===== src/sv/tdpf_pkg.sv =====
// ----------------------------------------------------------------------------
// tdpf_pkg - shared constants and types for the trial division prime filter
// Widths of the candidate, the magnitude datapath and the prime counter.
// ----------------------------------------------------------------------------
package tdpf_pkg;

  // Candidate width, two's complement
  localparam int VALUE_WIDTH = 32;
  // Magnitude of a non-negative candidate
  localparam int MAG_W       = VALUE_WIDTH - 1;
  // Prime ordinal counter
  localparam int CNT_W       = 32;
  // Divider step counter, counts MAG_W-1 down to 0
  localparam int STEP_W      = $clog2(MAG_W);

  typedef logic [MAG_W-1:0] mag_t;

  // Result of one division
  typedef struct packed {
    logic done;
    mag_t quotient;
    mag_t remainder;
  } div_res_t;

endpackage


===== src/sv/trial_division_prime_filter_top.sv =====
// Per trial divisor the sequencer passes S_START, waits in S_WAIT while the
// serial divider steps, then decides on done; a candidate runs divisors until
// one divides it or the divisor passes the quotient.
// Requests: one at a time; a new one is taken only back in S_IDLE.
// Negative, zero and one are dropped in the accept cycle.
// Reset (rst, synchronous): sequencer idle, result empty, prime counter zero.
// ----------------------------------------------------------------------------
// trial_division_prime_filter_top - trial division prime filter
// Tests each signed candidate by dividing by 2, 3, 4, ... while the divisor
// does not exceed the quotient; primes leave with their running ordinal.
// ----------------------------------------------------------------------------
module trial_division_prime_filter_top (
  input  logic                              clk,
  input  logic                              rst,
  // candidate request
  input  logic                              in_valid,
  output logic                              in_ready,
  input  logic signed [tdpf_pkg::VALUE_WIDTH-1:0] candidate,
  // prime result
  output logic                              out_valid,
  input  logic                              out_ready,
  output logic [tdpf_pkg::MAG_W-1:0]        prime_value,
  output logic [tdpf_pkg::CNT_W-1:0]        prime_ordinal
);

  typedef enum logic [1:0] {
    S_IDLE,
    S_START,
    S_WAIT,
    S_EMIT
  } state_t;

  state_t                      state;
  tdpf_pkg::mag_t              num;       // candidate magnitude under test
  tdpf_pkg::mag_t              dvs;       // current trial divisor
  logic [tdpf_pkg::CNT_W-1:0]  primes_found;
  logic                        div_start;
  tdpf_pkg::div_res_t          div_res;
  logic                        in_acc;
  logic                        worth_testing;
  logic                        out_free;

  assign in_ready  = (state == S_IDLE);
  assign in_acc    = in_valid && in_ready;
  // sign clear and magnitude at least two
  assign worth_testing = !candidate[tdpf_pkg::VALUE_WIDTH-1]
                      && (candidate[tdpf_pkg::MAG_W-1:1] != '0);
  assign div_start = (state == S_START);
  // output register can take a new result this cycle
  assign out_free  = !out_valid || out_ready;

  tdpf_div u_div (
    .clk      (clk),
    .rst      (rst),
    .start    (div_start),
    .dividend (num),
    .divisor  (dvs),
    .res      (div_res)
  );

  always_ff @(posedge clk) begin
    if (rst) begin
      state        <= S_IDLE;
      out_valid    <= 1'b0;
      primes_found <= '0;
    end else begin
      // result taken; S_EMIT refills the register itself
      if (out_valid && out_ready && (state != S_EMIT)) begin
        out_valid <= 1'b0;
      end
      unique case (state)
        S_IDLE: begin
          if (in_acc && worth_testing) begin
            num   <= candidate[tdpf_pkg::MAG_W-1:0];
            dvs   <= tdpf_pkg::MAG_W'(2);
            state <= S_START;
          end
        end
        S_START: begin
          state <= S_WAIT;
        end
        S_WAIT: begin
          if (div_res.done) begin
            if (div_res.quotient < dvs) begin
              // divisor passed the square root: no factor found
              state <= S_EMIT;
            end else if (div_res.remainder == '0) begin
              state <= S_IDLE;        // composite, dropped
            end else begin
              dvs   <= dvs + 1'b1;
              state <= S_START;
            end
          end
        end
        S_EMIT: begin
          if (out_free) begin
            out_valid     <= 1'b1;
            prime_value   <= num;
            prime_ordinal <= primes_found;
            primes_found  <= primes_found + 1'b1;
            state         <= S_IDLE;
          end
        end
        default: state <= S_IDLE;
      endcase
    end
  end

endmodule


===== src/sv/tdpf_div.sv =====
// ----------------------------------------------------------------------------
// tdpf_div - restoring serial divider
// One quotient bit per cycle; done pulses with quotient and remainder valid.
// ----------------------------------------------------------------------------
module tdpf_div (
  input  logic                clk,
  input  logic                rst,
  input  logic                start,
  input  tdpf_pkg::mag_t      dividend,
  input  tdpf_pkg::mag_t      divisor,
  output tdpf_pkg::div_res_t  res
);

  logic                       busy;
  logic [tdpf_pkg::STEP_W-1:0] step;
  tdpf_pkg::mag_t             rem;
  tdpf_pkg::mag_t             quo;
  tdpf_pkg::mag_t             dsr;
  logic                       done;

  logic [tdpf_pkg::MAG_W:0]   shifted;
  logic [tdpf_pkg::MAG_W:0]   diff;

  // trial subtract of the divisor from the shifted partial remainder
  assign shifted = {rem, quo[tdpf_pkg::MAG_W-1]};
  assign diff    = shifted - {1'b0, dsr};

  always_ff @(posedge clk) begin
    if (rst) begin
      busy <= 1'b0;
      done <= 1'b0;
      step <= '0;
    end else begin
      done <= 1'b0;
      if (start) begin
        busy <= 1'b1;
        step <= tdpf_pkg::STEP_W'(tdpf_pkg::MAG_W - 1);
        rem  <= '0;
        quo  <= dividend;
        dsr  <= divisor;
      end else if (busy) begin
        if (!diff[tdpf_pkg::MAG_W]) begin
          rem <= diff[tdpf_pkg::MAG_W-1:0];
          quo <= {quo[tdpf_pkg::MAG_W-2:0], 1'b1};
        end else begin
          rem <= shifted[tdpf_pkg::MAG_W-1:0];
          quo <= {quo[tdpf_pkg::MAG_W-2:0], 1'b0};
        end
        if (step == '0) begin
          busy <= 1'b0;
          done <= 1'b1;
        end else begin
          step <= step - 1'b1;
        end
      end
    end
  end

  assign res.done      = done;
  assign res.quotient  = quo;
  assign res.remainder = rem;

endmodule


===== config.mk =====
export PLATFORM = sky130hd
export DESIGN_NAME = trial_division_prime_filter_top
export DESIGN_NICKNAME = d
export VERILOG_FILES = /design/src/sv/tdpf_pkg.sv /design/src/sv/trial_division_prime_filter_top.sv /design/src/sv/tdpf_div.sv
export SDC_FILE = /design/constraint.sdc
export NUM_CORES = 1
export LEC_CHECK = 0
export BUFFER_PORTS_ARGS = -buffer_cell sky130_fd_sc_hd__buf_2
export CORE_MARGIN = 4
export CORE_UTILIZATION = 30
export CTS_CLUSTER_DIAMETER = 200
export DETAILED_ROUTE_END_ITERATION = 8
export GPL_TIMING_DRIVEN = 0
export PLACE_DENSITY = 0.47
export SLEW_MARGIN = 25
export SYNTH_ARGS = -nofsm -noshare
export SYNTH_HDL_FRONTEND = slang
export SYNTH_SLANG_ARGS = --single-unit

===== constraint.sdc =====
create_clock -name clk -period 5.9 [get_ports clk]
set_clock_uncertainty 0.05 [all_clocks]
set_input_delay 0.295 -clock clk [delete_from_list [all_inputs] [get_ports clk]]
set_output_delay 0.295 -clock clk [all_outputs]
set_load 0.05 [all_outputs]

==> key figures <==
Outcome
  – Status: finished clean

Detailed routing
  – Avg WL per Cell: between 15 and 20 µm
  – Antenna Violating Nets Remaining: 0
  – Final wirelength: 28.3 mm
  – Pre-antenna DRT Iters: 5
  – Vias: between 8000 and 9000
  – 1st-iter DRT viols: 398
  – Vias per cell: around 4.6
  – Drt drc: 0

Worst hold path
  – Worst hold path type: input pin to flop
  – Hold Path Depth: 3
  – Hold path endpoint: out_valid
  – Hold Startpoint: out_ready

Final layout
  – Final Instance Count excl. Fillers: 1822
  – Nets: 1369
  – Share of layout cells above drive strength 1: around 14%
  – Antenna diodes: 0
  – Fillers: approximately 4000
  – Syn-to-layout area delta: 21.2%

Synth
  – Main combinational cell family by area after synthesis: simple AND/OR/NAND/NOR gates
  – Primary FF master, synth: edfxtp_1
  – EDFF count, synth: 218
  – Simple logic cell fraction of the synthesized area: ~15%
  – Mapped Cells: between 1000 and 1500
  – Syn avg cell area: 11.4 µm²
  – YS warnings: 0
  – XOR/XNOR Fraction of Synth Area: around 6.0%
  – Yosys top cell by area: edfxtp_1
  – Register area share after synthesis: a little under 60%
  – Synth async-reset ratio: 0%
  – Post-synthesis mux area share: ~1.8%
  – Flops & latches, synth: between 200 and 300
  – Syn nets: around 1200
  – Synth Area in Adders: between 6 and 7%
  – Yosys cell types: 62
  – Synth Area in Compound Gates: under 10%
  – Synth area leaders: edfxtp_1 (52%), dfxtp_1 (6.7%), ha_1 (6.4%), nand2_1 (4.1%), xnor2_1 (3.8%)
  – Synth top area share: 52.4%
  – Syn Std Cell Area: around 13000 µm²

Power and ir drop
  – Design Power: 6.70 mW
  – Pwr dens: between 400 and 500 nW/µm²
  – VDD IR max: about 250 µV
  – Pleak: just under 6 nW

STA
  – RSZ-0062 raised after global routing: no
  – Crit share post-route: between 50 and 60%
  – Final setup viols: 0
  – Worst-margin pin slew: roughly 730 ps
  – Slew margin rel.: between 50% and 60%
  – Min cycle time layout: approximately 3400 ps
  – Fin. max-slew vios: 0
  – Final hold violations: 0
  – Max Clock Freq: slightly below 0.3 GHz

Worst setup path
  – Critical path endpoint category: flop
  – CP Class: flop to flop
  – R2r setup slk: ~2500 ps
  – R2R depth: 11
  – Crit path DAT: roughly 3700 ps
  – Req. time, crit path: 6210 ps
  – Worst setup SP type: flop
  – RR Endpoint: u_div.rem[28]
  – Max FO, Critical Path: 10
  – R2r startpoint: u_div.rem[0]

Die
  – Initial core utilization: between 30% and 40%
  – Number of I/O pins: 101
  – Core area: 41000 µm²
  – Site Rows: between 70 and 80
  – Die Wd: around 210 µm
  – Vert. Die Dim: around 210 µm
  – Die ar.: 45000 µm²

Clock tree
  – Post-CTS Setup Repair Bufs: 0
  – H-tree Lvls: 1
  – Clk buf depth: 3
  – CTS tree: yes
  – Sink Count: 260
  – Root buffer cell: clkbuf_16
  – Post-CTS Resized: 0
  – Insertion delay to the later sink of the worst-skew pair: 550 ps
  – Clock transition at path regs: approximately 60 ps
  – Cts bufs inserted: 28

GRT
  – Global-route wire length before repair: between 40 and 50 mm
  – Vias in the first global route: ~8400
  – Antenna violations before repair: 0
  – Gr usage total: between 10% and 20%
  – Largest net degree at the start of global routing: 27
  – Final global-route overflow total: 0

Placement
  – Port-buffer cells: 99
  – GPL Wtd Cong: 0.779
  – Post-DP HPWL: between 20 and 25 mm
  – Cell count after placement: between 1500 and 2000

Job
  – Max Cap Violations: 0
-- flip-flops by register name, indices dropped and copies added (netlist names) --
register / flops
state: 2
num: 31
u_div.done: 1
prime_value: 31
u_div.dsr: 31
dvs: 31
out_valid: 1
u_div.quo: 31
primes_found: 32
u_div.step: 5
prime_ordinal: 32
u_div.busy: 1
u_div.rem: 31
-- final cells by class --
type,instances,area (µm²),area share [%]
repair buffers,138,983,6.49
inverters,78,293,1.93
multi-input cells,732,4720,31.2
clock buffers,36,752,4.96
plain buffers,30,136,0.900
clock inverters,16,211,1.40
flip-flops and latches,260,7390,48.7
well taps,532,666,4.39
-- metal layers --
layer	up-vias	track usage (%)	part of all wire [%]
met4	0	3.26	1.9
met2	127	19.8	45
met5	-	0	0
met3	37	1.79	3.1
met1	3950	18.2	50
li1	4266	-	-
-- metrics by stage --
stage	cell area (µm²)	util (%)	hold WS (ps)	setup TNS [ps]	setup slack [ps]
3_5_place_dp	13900	33.8	388	0	2400
4_1_cts	15200	36.9	41.3	0	2390
6_report	15200	36.9	71.7	0	2480
5_1_grt	15200	36.9	79.3	0	2290
2_1_floorplan	12500	-	344	0	1620
3_3_place_gp	13700	33.3	383	-45670	-741
-- report_power, final --
part / internal, mW / switching [mW] / leakage, nW
Sequential: 2.44 / 0.194 / 2.34
Clock: 1.12 / 0.714 / 0.469
Combinational: 0.866 / 1.37 / 3.10
-- repair_timing --
action / 4_1_cts / 5_1_grt
hold endpoints to repair: 31 / 0
hold buffers: 31 / 0
endpoints found under the setup margin: 0 / 0
-- kinds of logic (layout without fill, tap and decap cells) --
family,Yosys count,after routing
simple gates,401,401
flops,260,260
compound gates,159,159
buf+inv,108,298
xor+xnor,85,85
fa+ha+maj,65,65
mux,22,22
-- worst max path at each step --
stage                 startpoint               end  slack (ps)  depth (start not counted)
CTS                 u_div.rem[0]     u_div.rem[30]        2390                         11
detailed placement  u_div.rem[0]     u_div.rem[30]        2400                         11
global placement        state[0]     u_div.rem[10]        -740                          5
floorplan              out_valid  prime_ordinal[0]        1620                          4
finish              u_div.rem[0]     u_div.rem[28]        2480                         11
global route        u_div.rem[0]     u_div.rem[30]        2290                         11
-- Yosys cell counts, types with 5 or more instances --
cell type    n
edfxtp_1   218
nand2_1    137
nor2_1     123
inv_1       78
ha_1        64
xnor2_1     54
a21oi_1     53
dfxtp_1     42
nand3_1     33
xor2_1      30
o21ai_0     26
clkbuf_1    23
a21o_1      22
nand4_1     22
mux2i_1     21
nor3_1      18
nor4_1      17
nand2b_1    12
a211oi_1    11
and3_1      11
nor2b_1      8
or3_1        7
o22ai_1      5
-- critical path, stage by stage, from the launching register on --
cell,delay [ps]
edfxtp_1,470
ha_1,320
nor2b_1,140
o31ai_1,410
a21oi_2,210
a211oi_2,360
a21o_4,240
a21oi_4,80
xor2_2,190
buf_6,210
nand2_1,240
o22ai_1,310
-- cells in the final DEF (no fill, tap or decap), types with 4 or more instances in the layout --
master / netlist / layout
o22ai_1: 5 / 5
ha_1: 64 / 64
a211oi_1: 11 / 11
o21bai_1: 4 / 4
clkbuf_1: 23 / 30
bufinv_16: 0 / 5
xor2_1: 30 / 30
xnor2_1: 54 / 54
o21ai_0: 26 / 26
dlygate4sd3_1: 0 / 31
a21oi_1: 53 / 53
nor4_1: 17 / 17
clkbuf_16: 0 / 29
mux2i_1: 21 / 21
nor2_4: 0 / 4
nor2b_1: 8 / 7
nor2_1: 123 / 119
inv_1: 78 / 78
buf_2: 4 / 103
nor3_1: 18 / 18
edfxtp_1: 218 / 218
buf_12: 0 / 4
nand2_1: 137 / 137
or3_1: 7 / 7
nand3_1: 33 / 33
dfxtp_1: 42 / 42
a21o_1: 22 / 22
and3_1: 11 / 11
nand4_1: 22 / 22
nand2b_1: 12 / 12
clkinv_2: 0 / 5
(Power assumes the default switching activity.)
